[src/hw/rtl/ttot_pkg.sv]
// shared types, codes and constant helpers for the tuple timestamp order table
`timescale 1ns / 1ps

package ttot_pkg;

   localparam int TYPE_W    = 3;
   localparam int SLOT_W    = 10;
   localparam int PORT_ID_W = 32;
   localparam int VIS_W     = 2;

   // request codes
   localparam logic [TYPE_W-1:0] OP_CHECK   = 3'd0;
   localparam logic [TYPE_W-1:0] OP_READ    = 3'd1;
   localparam logic [TYPE_W-1:0] OP_ACQUIRE = 3'd2;
   localparam logic [TYPE_W-1:0] OP_YIELD   = 3'd3;
   localparam logic [TYPE_W-1:0] OP_INSTALL = 3'd4;

   // visibility verdicts
   localparam logic [VIS_W-1:0] VIS_VISIBLE   = 2'd0;
   localparam logic [VIS_W-1:0] VIS_INVISIBLE = 2'd1;
   localparam logic [VIS_W-1:0] VIS_DELETED   = 2'd2;

   // reserved owner values
   localparam int OWNER_INVALID_CODE = 0;
   localparam int OWNER_FREE_CODE    = 1;

   // controller to datapath
   typedef struct packed {
      logic capture;
      logic read_direct;
      logic mem_read;
      logic mod_step;
      logic execute;
      logic clear_wr;
   } cmd_type;

   // datapath to controller
   typedef struct packed {
      logic direct;
      logic mod_done;
      logic clear_last;
   } sts_type;

   // largest shift k with slots << k still below the slot field range
   function automatic int max_shift(input int slots);
      int k;
      k = 0;
      for (int i = 1; i < SLOT_W; i++) begin
         if ((slots << i) < (1 << SLOT_W)) begin
            k = i;
         end
      end
      return k;
   endfunction

endpackage

[src/hw/rtl/ttot_ctrl.sv]
// sequencing state machine for the tuple timestamp order table
`timescale 1ns / 1ps

module ttot_ctrl (
   input  logic             clock,
   input  logic             reset,
   input  logic             req_valid,
   output logic             req_ready,
   output logic             rsp_valid,
   input  logic             rsp_ready,
   output ttot_pkg::cmd_type cmd,
   input  ttot_pkg::sts_type sts
);

   import ttot_pkg::*;

   localparam logic [2:0] ST_CLEAR  = 3'd0;
   localparam logic [2:0] ST_IDLE   = 3'd1;
   localparam logic [2:0] ST_REDUCE = 3'd2;
   localparam logic [2:0] ST_LOOKUP = 3'd3;
   localparam logic [2:0] ST_EXEC   = 3'd4;

   logic [2:0] state_ff, state_in;
   logic       rsp_valid_ff, rsp_valid_in;
   logic       out_free;

   assign out_free = !rsp_valid_ff || rsp_ready;

   always_comb begin
      state_in = state_ff;
      cmd      = '0;
      req_ready = 1'b0;
      case (state_ff)
         ST_CLEAR: begin
            cmd.clear_wr = 1'b1;
            if (sts.clear_last) begin
               state_in = ST_IDLE;
            end
         end
         ST_IDLE: begin
            req_ready = 1'b1;
            if (req_valid) begin
               cmd.capture = 1'b1;
               if (sts.direct) begin
                  cmd.mem_read    = 1'b1;
                  cmd.read_direct = 1'b1;
                  state_in        = ST_EXEC;
               end else begin
                  state_in = ST_REDUCE;
               end
            end
         end
         ST_REDUCE: begin
            cmd.mod_step = 1'b1;
            if (sts.mod_done) begin
               state_in = ST_LOOKUP;
            end
         end
         ST_LOOKUP: begin
            cmd.mem_read = 1'b1;
            state_in     = ST_EXEC;
         end
         ST_EXEC: begin
            if (out_free) begin
               cmd.execute = 1'b1;
               state_in    = ST_IDLE;
            end
         end
         default: begin
            state_in = ST_IDLE;
         end
      endcase
   end

   assign rsp_valid_in = cmd.execute || (rsp_valid_ff && !rsp_ready);

   always_ff @(posedge clock) begin
      if (reset) begin
         state_ff     <= ST_CLEAR;
         rsp_valid_ff <= 1'b0;
      end else begin
         state_ff     <= state_in;
         rsp_valid_ff <= rsp_valid_in;
      end
   end

   assign rsp_valid = rsp_valid_ff;

   a_exec_needs_free_output: assert property (@(posedge clock) disable iff (reset)
      cmd.execute |-> (!rsp_valid_ff || rsp_ready))
      else $error("result loaded over a waiting item");

   a_exec_raises_valid: assert property (@(posedge clock) disable iff (reset)
      cmd.execute |=> rsp_valid_ff)
      else $error("executed item not presented");

   a_no_accept_while_clearing: assert property (@(posedge clock) disable iff (reset)
      (state_ff == ST_CLEAR) |-> (!req_ready && !cmd.mem_read))
      else $error("table used before clearing finished");

   a_write_excl: assert property (@(posedge clock) disable iff (reset)
      !(cmd.clear_wr && cmd.execute))
      else $error("clear and update write collide");

endmodule

[config.mk]
export PLATFORM = sky130hd
export DESIGN_NAME = ttot_ctrl
export DESIGN_NICKNAME = d
export VERILOG_FILES = /design/src/hw/rtl/ttot_pkg.sv /design/src/hw/rtl/ttot_ctrl.sv
export SDC_FILE = /design/constraint.sdc
export NUM_CORES = 1
export LEC_CHECK = 0
export BUFFER_PORTS_ARGS = -buffer_cell sky130_fd_sc_hd__buf_2
export CAP_MARGIN = 20
export CORE_AREA = 2 2 39 41
export CTS_BUF_LIST = sky130_fd_sc_hd__clkbuf_8
export CTS_CLUSTER_SIZE = 25
export DETAILED_ROUTE_END_ITERATION = 10
export DIE_AREA = 0 0 41 43
export GPL_TIMING_DRIVEN = 0
export PLACE_DENSITY = 0.53
export SKIP_CTS_REPAIR_TIMING = 1
export SYNTH_ARGS = -nofsm -noshare
export SYNTH_HDL_FRONTEND = slang
export SYNTH_SLANG_ARGS = --single-unit
[constraint.sdc]
create_clock -name clock -period 1.5 [get_ports clock]
set_input_delay 0.225 -clock clock [delete_from_list [all_inputs] [get_ports clock]]
set_output_delay 0.225 -clock clock [all_outputs]
set_load 0.005 [all_outputs]
==> impl_metrics.env, run 1 <==
export IMPL_outcome="finished clean"
export IMPL_grt_ovfl_total=0
export IMPL_htreeDepth=1
export IMPL_yosysMostFrequentCell="nor2_1"
export IMPL_crit_arrival_ns=1.17
export IMPL_start_util=0.1899
export IMPL_routed_via_density=4.275
export IMPL_end_kind="primary output"
export IMPL_fmax_mhz=715.2
export IMPL_die_x_um=41
export IMPL_relSlewSlack=0.8162
export IMPL_synthTopCellsByArea="dfxtp_1, buf_6, nor2_1, a21oi_1, nand2b_4"
export IMPL_p_per_area_mw_per_mm2=988.4
export IMPL_syn2layout_area_growth_pct=58.57
export IMPL_drcViolationCount=0
export IMPL_cp_max_fo=4
export IMPL_hpwl_um=459.2
export IMPL_finalMaxSlewViolations=0
export IMPL_clkTransAtPathRegs_ns=0.03
export IMPL_dp_cells=63
export IMPL_fin_cells=69
export IMPL_gr_usage_all_layers=0.08526
export IMPL_hold_viol=0
export IMPL_grt_start_max_net_pins=11
export IMPL_syn_mean_instance_area_um2=7.962
export IMPL_finalCritPeriodShare=0.9321
export IMPL_synth_top_cell_by_area="dfxtp_1"
export IMPL_yosysSeqAreaShare=0.3048
export IMPL_cts_buffers=3
export IMPL_grt_pass1_vias=242
export IMPL_gp_congestion=0.7287
export IMPL_ys_types=19
export IMPL_rsz0062_at_grt="no"
export IMPL_drtAntennaViolNets=0
export IMPL_holdPathStages=2
export IMPL_first_pass_iters=4
export IMPL_clkLatencyLatePin_ns=0.21
export IMPL_synth_ff_type="dfxtp_1"
export IMPL_setup_viol=0
export IMPL_crit_path_cell_trace="buf_6, nand2b_4, or2_1, inv_1, buf_2"
export IMPL_worstSetupStartpointType="flip-flop"
export IMPL_rrSetupSlack_ns=0.33
export IMPL_setup_worst_path_class="reg2out"
export IMPL_io_buffer_count=14
export IMPL_final_core_util=0.3011
export IMPL_reg2regPathDepth=5
export IMPL_rows=14
export IMPL_ir_worst_vdd_mv=0.2317
export IMPL_critical_path_top_delay_family="simple AND/OR/NAND/NOR gates"
export IMPL_ys_warn_count=0
export IMPL_via_count=295
export IMPL_grt_first_pass_wirelength_um=931
export IMPL_synth_top_area_frac=0.3048
export IMPL_drive_gt1_frac=0.4717
export IMPL_core_area_mm2=0.001384
export IMPL_wl_per_cell_um=9.478
export IMPL_p_leak_nw=0.2099
export IMPL_syn_area_um2=262.8
export IMPL_synthCells=33
export IMPL_fin_worst_skew_ns=0.0007074
export IMPL_max_cap_violations=0
export IMPL_slowest_delay_ns=0.30
export IMPL_die_area_mm2=0.001763
export IMPL_async_reset_ff_frac=0
export IMPL_cts_root_buf="clkbuf_8"
export IMPL_netlist_top_cells_count="nor2_1, a21oi_1, dfxtp_1"
export IMPL_grt_antenna_before_repair=0
export IMPL_diodes=0
export IMPL_synth_edff_count=0
export IMPL_wl_um=654
export IMPL_clock_sinks=4
export IMPL_tns_ns=0
export IMPL_synth_nets=40
export IMPL_cts_buffer_depth=2
export IMPL_period_needed_ns=1.398
export IMPL_worstMarginPinSlew_ns=0.2751
export IMPL_min_path_type="in2reg"
export IMPL_fp_dieH_um=43
export IMPL_fin_nets=62
export IMPL_worstPathRequired_ns=1.27
export IMPL_ys_ff_latch=4
export IMPL_cp_depth=5
export IMPL_io_pins=15
export IMPL_cts_tree="built"
export IMPL_crit_slowest_cell="dfxtp_1"
export IMPL_worst_path_buf_inv=3
export IMPL_drtIter0Drc=3
==> layout make-up <==
class                           count  area, um2
Clock buffer                        3      41.29
Tap cell                           16      20.02
Timing Repair Buffer               17      92.59
Inverter                            2      7.507
Sequential cell                     4      80.08
Fill cell                         166      967.2
Multi-Input combinational cell     25      152.6
Buffer                              2      22.52
==> worst paths after layout <==
kind                               endpoint        start
worst max register to register  state_ff[0]  state_ff[2]
worst min-delay path            state_ff[2]        reset
worst max-delay path                 cmd[3]  state_ff[2]
worst min register to register  state_ff[1]  state_ff[1]
==> metal layers <==
metal	wire length, um	vias to the layer above	GRT usage
met5	0	-	0
met4	14	0	0.1000
met3	35	2	0.03141
met2	279	10	0.09688
met1	324	125	0.1058
li1	-	158	-
==> layout by cell type (no fill, tap or decap) <==
master     n
buf_2     14
nor2_1     6
a21oi_1    4
dfxtp_1    4
clkbuf_8   3
buf_4      3
buf_6      2
inv_1      2
nor3_1     2
nor3b_1    1
nand2b_4   1
nor3b_2    1
and2_1     1
or2_1      1
nor2b_1    1
nand2_1    1
nand3_1    1
nor4bb_1   1
o21ai_0    1
nor2_2     1
a211o_1    1
a311oi_1   1
==> state kept, by name, summed over array words and instances (netlist names) <==
name       flops
state_ff       3
rsp_valid      1
==> report_power, final <==
part / internal [mW] / total, mW / switching [mW] / leakage (nW)
clock: 0.171 / 0.222 / 0.0516 / 0.0216
combinational: 0.0379 / 0.0698 / 0.0320 / 0.156
sequential: 0.113 / 0.120 / 0.00706 / 0.0327
==> cells by family after synthesis <==
logic type             count (synthesis)  share of synthesized area
buffers and inverters                  4                     0.1143
AO/OA/AOI/OAI                          7                     0.1619
AND/OR/NAND/NOR                       18                     0.4191
flip-flops                             4                     0.3048
==> through the flow <==
| step | total power, mW | hold WS (ns) | setup slack (ns) | cell area (um2) |
|---|---|---|---|---|
| 6_report | 0.4118 | 0.2264 | 0.1019 | 416.7 |
| 5_1_grt | 0.4361 | 0.2323 | 0.007251 | 416.7 |
| 4_1_cts | 0.4148 | 0.2224 | 0.03857 | 394.1 |
| 3_5_place_dp | 0.1883 | 0.4469 | 0.2707 | 352.8 |
| 3_3_place_gp | 0.1875 | 0.4426 | 0.2955 | 352.8 |
| 2_1_floorplan | 0.1597 | 0.2941 | 0.3573 | 262.8 |
Power figures use the tool's default switching activity.
==> inputs of run 2 (changes only) <==
--- a/config.mk
+++ b/config.mk
@@ -6,5 +6,5 @@
 export NUM_CORES = 1
 export LEC_CHECK = 0
-export BUFFER_PORTS_ARGS = -buffer_cell sky130_fd_sc_hd__buf_2
+export BUFFER_PORTS_ARGS = -buffer_cell sky130_fd_sc_hd__buf_4
 export CAP_MARGIN = 20
 export CORE_AREA = 2 2 39 41
==> constraint.sdc (replaced) <==
create_clock -name clock -period 1.61 [get_ports clock]
set_input_delay 0.161 -clock clock [delete_from_list [all_inputs] [get_ports clock]]
set_output_delay 0.161 -clock clock [all_outputs]
set_load 0.005 [all_outputs]
==> run 2 against run 1 <==
Net effect:
- register-to-register slack improved by 0.17 ns
- final cell count fell by 4.3%
- count of clock-buffer cells in the layout did not move
- sequential power fell by 7%
- largest power group unchanged
- critical endpoint is now cmd[4]
- utilization rose by 0.90 points
- die area did not move
- clock skew barely moved
- global-route usage did not move
- sequential cell count did not move
- critical path depth did not move
- non-clock buffer count fell by 3
==> impl_metrics.env, run 2 (synthesis results as in run 1) <==
export IMPL_die_area_mm2=0.001763
export IMPL_rsz0062_at_grt="no"
export IMPL_cts_buffers=3
export IMPL_gr_usage_all_layers=0.08526
export IMPL_final_common_cell="buf_4"
export IMPL_via_count=285
export IMPL_multi_input_area_um2=152.6
export IMPL_ir_worst_vdd_mv=0.3372
export IMPL_io_buffer_count=14
export IMPL_gp_congestion=0.7130
export IMPL_dp_cells=63
export IMPL_fp_dieH_um=43
export IMPL_grt_ovfl_total=0
export IMPL_syn2layout_area_growth_pct=63.33
export IMPL_htreeDepth=1
export IMPL_routed_via_density=4.318
export IMPL_wl_um=630
export IMPL_regMostFlops="state_ff"
export IMPL_fin_cells=66
export IMPL_holdPathStages=2
export IMPL_drtAntennaViolNets=0
export IMPL_place_area_um2=387.9
export IMPL_setup_viol=0
export IMPL_min_path_type="in2reg"
export IMPL_grt_first_pass_wirelength_um=1000
export IMPL_final_core_util=0.3101
export IMPL_fin_worst_skew_ns=0.0006250
export IMPL_cp_max_fo=10
export IMPL_p_leak_nw=0.2003
export IMPL_finalCritPeriodShare=0.8645
export IMPL_setup_worst_path_class="reg2out"
export IMPL_final_cell_mix="buf_4, nor2_1, a21oi_1, dfxtp_1, clkbuf_8"
export IMPL_worst_slack_ns=0.2182
export IMPL_p_per_area_mw_per_mm2=912.5
export IMPL_area_sequential_um2=80.08
export IMPL_clkTransAtPathRegs_ns=0.03
export IMPL_grt_antenna_before_repair=0
export IMPL_clock_sinks=4
export IMPL_largest_reg_flops=3
export IMPL_start_util=0.1899
export IMPL_fmax_mhz=718.5
export IMPL_drive_gt1_frac=0.4400
export IMPL_hold_viol=0
export IMPL_die_x_um=41
export IMPL_wl_per_cell_um=9.545
export IMPL_max_cap_violations=0
export IMPL_worstSetupStartpointType="flip-flop"
export IMPL_grt_start_max_net_pins=11
export IMPL_io_pins=15
export IMPL_reg2regPathDepth=3
export IMPL_relSlewSlack=0.8163
export IMPL_first_pass_iters=4
export IMPL_final_cell_area_um2=429.2
export IMPL_grt_pass1_vias=245
export IMPL_core_area_mm2=0.001384
export IMPL_cts_root_buf="clkbuf_8"
export IMPL_worstMarginPinSlew_ns=0.2750
export IMPL_fin_nets=59
export IMPL_end_kind="primary output"
export IMPL_drcViolationCount=0
export IMPL_nFillCells=147
export IMPL_period_needed_ns=1.392
export IMPL_drtIter0Drc=4
export IMPL_total_power_uw=391.6
export IMPL_outcome="finished clean"
export IMPL_tns_ns=0
export IMPL_worstPathRequired_ns=1.45
export IMPL_cts_tree="built"
export IMPL_rows=14
export IMPL_clkLatencyLatePin_ns=0.21
export IMPL_cts_buffer_depth=2
export IMPL_place_ws_ns=0.4346
export IMPL_diodes=0
export IMPL_crit_arrival_ns=1.23
export IMPL_hpwl_um=457.1
export IMPL_holdWs_ns=0.1356
export IMPL_finalMaxSlewViolations=0
run 2: cell count changes in the layout (fill, tap and decap cells not counted):
cell	delta
buf_4	+11
buf_2	-14
run 2: layer usage:
layer / global-route usage / up-vias / routed length, um
met5: 0 / - / 0
met4: 0.08000 / 0 / 0
met3: 0.01571 / 0 / 27
met2: 0.1063 / 10 / 309
met1: 0.1154 / 128 / 293
li1: - / 147 / -
run 2: cell type report:
class	count	area share
multi-input combinational	25	0.3557
clock buffer	3	0.09621
sequential	4	0.1866
timing repair buffer	14	0.2449
inverter	2	0.01749
tap	16	0.04665
buffer	2	0.05248
run 2: report_power, final:
part           switching (mW)  internal (mW)  total, mW  leakage, nW
sequential            0.00665          0.105      0.112       0.0327
combinational          0.0294         0.0432     0.0726        0.146
clock                  0.0483          0.159      0.207       0.0216
run 2: worst paths after layout:
kind / from / endpoint / slack [ns]
max: state_ff[2] / cmd[4] / 0.22
min: reset / state_ff[2] / 0.14
max reg2reg: rsp_valid / state_ff[0] / 0.50
min reg2reg: state_ff[2] / state_ff[1] / 0.55
run 2: critical path, stage by stage (launching register included):
cell,delay [ns]
dfxtp_1,0.30
buf_6,0.13
nand2b_4,0.15
nor3b_2,0.20
and2_1,0.14
buf_4,0.10
==> inputs of run 3 (changes only) <==
- ABC_CLOCK_PERIOD_IN_PS: unset -> 1610
- CELL_PAD_IN_SITES_DETAIL_PLACEMENT: unset -> 1
- CELL_PAD_IN_SITES_GLOBAL_PLACEMENT: unset -> 1
- PLACE_DENSITY: 0.53 -> 0.67
==> run 3 against run 2 <==
Net effect:
- worst hold slack worse by 0.0039 ns
- clock power up 5%
- register-to-register slack worse by 0.09 ns
- maximum frequency down 3.5%
- combinational power up 4.1%
- sequential power about the same
- sequential share of layout area unchanged
- count of clock-buffer cells in the layout unchanged
- critical path type unchanged
- largest cell class unchanged
==> impl_metrics.env, run 3 (synthesis results as in run 1) <==
export IMPL_grt_first_pass_wirelength_um=1352
export IMPL_p_leak_nw=0.2003
export IMPL_die_x_um=41
export IMPL_cts_buffers=3
export IMPL_via_count=295
export IMPL_final_cell_mix="buf_4, nor2_1, a21oi_1, dfxtp_1, clkbuf_8"
export IMPL_regMostFlops="state_ff"
export IMPL_syn2layout_area_growth_pct=63.33
export IMPL_cts_buffer_depth=2
export IMPL_nFillCells=179
export IMPL_drive_gt1_frac=0.4400
export IMPL_tns_ns=0
export IMPL_holdWs_ns=0.1317
export IMPL_setup_worst_path_class="reg2out"
export IMPL_grt_pass1_vias=336
export IMPL_fmax_mhz=693.3
export IMPL_wl_um=758
export IMPL_worstSetupStartpointType="flip-flop"
export IMPL_final_common_cell="buf_4"
export IMPL_min_path_type="in2reg"
export IMPL_first_pass_iters=2
export IMPL_area_sequential_um2=80.08
export IMPL_htreeDepth=1
export IMPL_rows=14
export IMPL_multi_input_area_um2=152.6
export IMPL_drtAntennaViolNets=0
export IMPL_clock_sinks=4
export IMPL_finalMaxSlewViolations=0
export IMPL_io_buffer_count=14
export IMPL_io_pins=15
export IMPL_wl_per_cell_um=11.48
export IMPL_drtIter0Drc=1
export IMPL_finalCritPeriodShare=0.8958
export IMPL_die_area_mm2=0.001763
export IMPL_grt_start_max_net_pins=11
export IMPL_fin_nets=59
export IMPL_hpwl_um=591.7
export IMPL_gr_usage_all_layers=0.1162
export IMPL_cp_max_fo=10
export IMPL_cts_tree="built"
export IMPL_worstPathRequired_ns=1.45
export IMPL_hold_viol=0
export IMPL_clkTransAtPathRegs_ns=0.03
export IMPL_grt_ovfl_total=0
export IMPL_rsz0062_at_grt="no"
export IMPL_cts_root_buf="clkbuf_8"
export IMPL_gp_congestion=0.6830
export IMPL_relSlewSlack=0.8110
export IMPL_clkLatencyLatePin_ns=0.22
export IMPL_end_kind="primary output"
export IMPL_crit_arrival_ns=1.28
export IMPL_setup_viol=0
export IMPL_diodes=0
export IMPL_p_per_area_mw_per_mm2=941.2
export IMPL_ir_worst_vdd_mv=0.2606
export IMPL_worstMarginPinSlew_ns=0.2816
export IMPL_max_cap_violations=0
export IMPL_fin_worst_skew_ns=0.002633
export IMPL_outcome="finished clean"
export IMPL_largest_reg_flops=3
export IMPL_start_util=0.1899
export IMPL_period_needed_ns=1.442
export IMPL_fp_dieH_um=43
export IMPL_routed_via_density=4.470
export IMPL_grt_antenna_before_repair=0
export IMPL_core_area_mm2=0.001384
export IMPL_drcViolationCount=0
## run 3: cell counts in the layout (fill, tap and decap cells not counted)
Identical to the previous run, type by type.
## run 3: final timing paths
| kind | from | to | slack [ns] | cells after the start |
|---|---|---|---|---|
| setup / recovery | state_ff[2] | cmd[4] | 0.17 | 5 |
| hold reg to reg | state_ff[2] | state_ff[1] | 0.55 | 2 |
| setup reg to reg | rsp_valid | state_ff[0] | 0.41 | 3 |
| hold / removal | reset | state_ff[2] | 0.13 | 2 |
## run 3: where the power goes
part / leakage (nW) / internal (mW) / switching (mW)
clock: 0.0216 / 0.160 / 0.0572
sequential: 0.0327 / 0.105 / 0.00652
combinational: 0.146 / 0.0433 / 0.0323
## run 3: final cells by class
class,count,share of cell area
flip-flops and latches,4,0.1866
well taps,16,0.04665
repair buffers,14,0.2449
inverters,2,0.01749
plain buffers,2,0.05248
multi-input cells,25,0.3557
clock buffers,3,0.09621
## run 3: per-stage QoR
stage | worst slack [ns] | area [um2] | instances | utilization | power [mW]
detailed placement | 0.3959 | 387.9 | 63 | 0.2803 | 0.1883
CTS | 0.1561 | 429.2 | 66 | 0.3101 | 0.4069
global placement | 0.4493 | 387.9 | 63 | 0.2803 | 0.1863
global route | 0.06085 | 429.2 | 66 | 0.3101 | 0.4236
finish | 0.1677 | 429.2 | 66 | 0.3101 | 0.4039
floorplan | 0.5313 | 262.8 | 33 | - | 0.1488
## run 3: worst max-delay path: stages, from the launching register on
cell      delay (ns)
dfxtp_1         0.29
buf_6           0.13
nand2b_4        0.15
nor3b_2         0.22
and2_1          0.16
buf_4           0.10
## run 3: metal layers
metal | GRT usage | wire length, um | vias to the layer above
li1 | - | - | 146
met1 | 0.1246 | 283 | 140
met2 | 0.1750 | 437 | 6
met3 | 0.03141 | 19 | 3
met4 | 0.1000 | 17 | 0
met5 | 0 | 0 | -
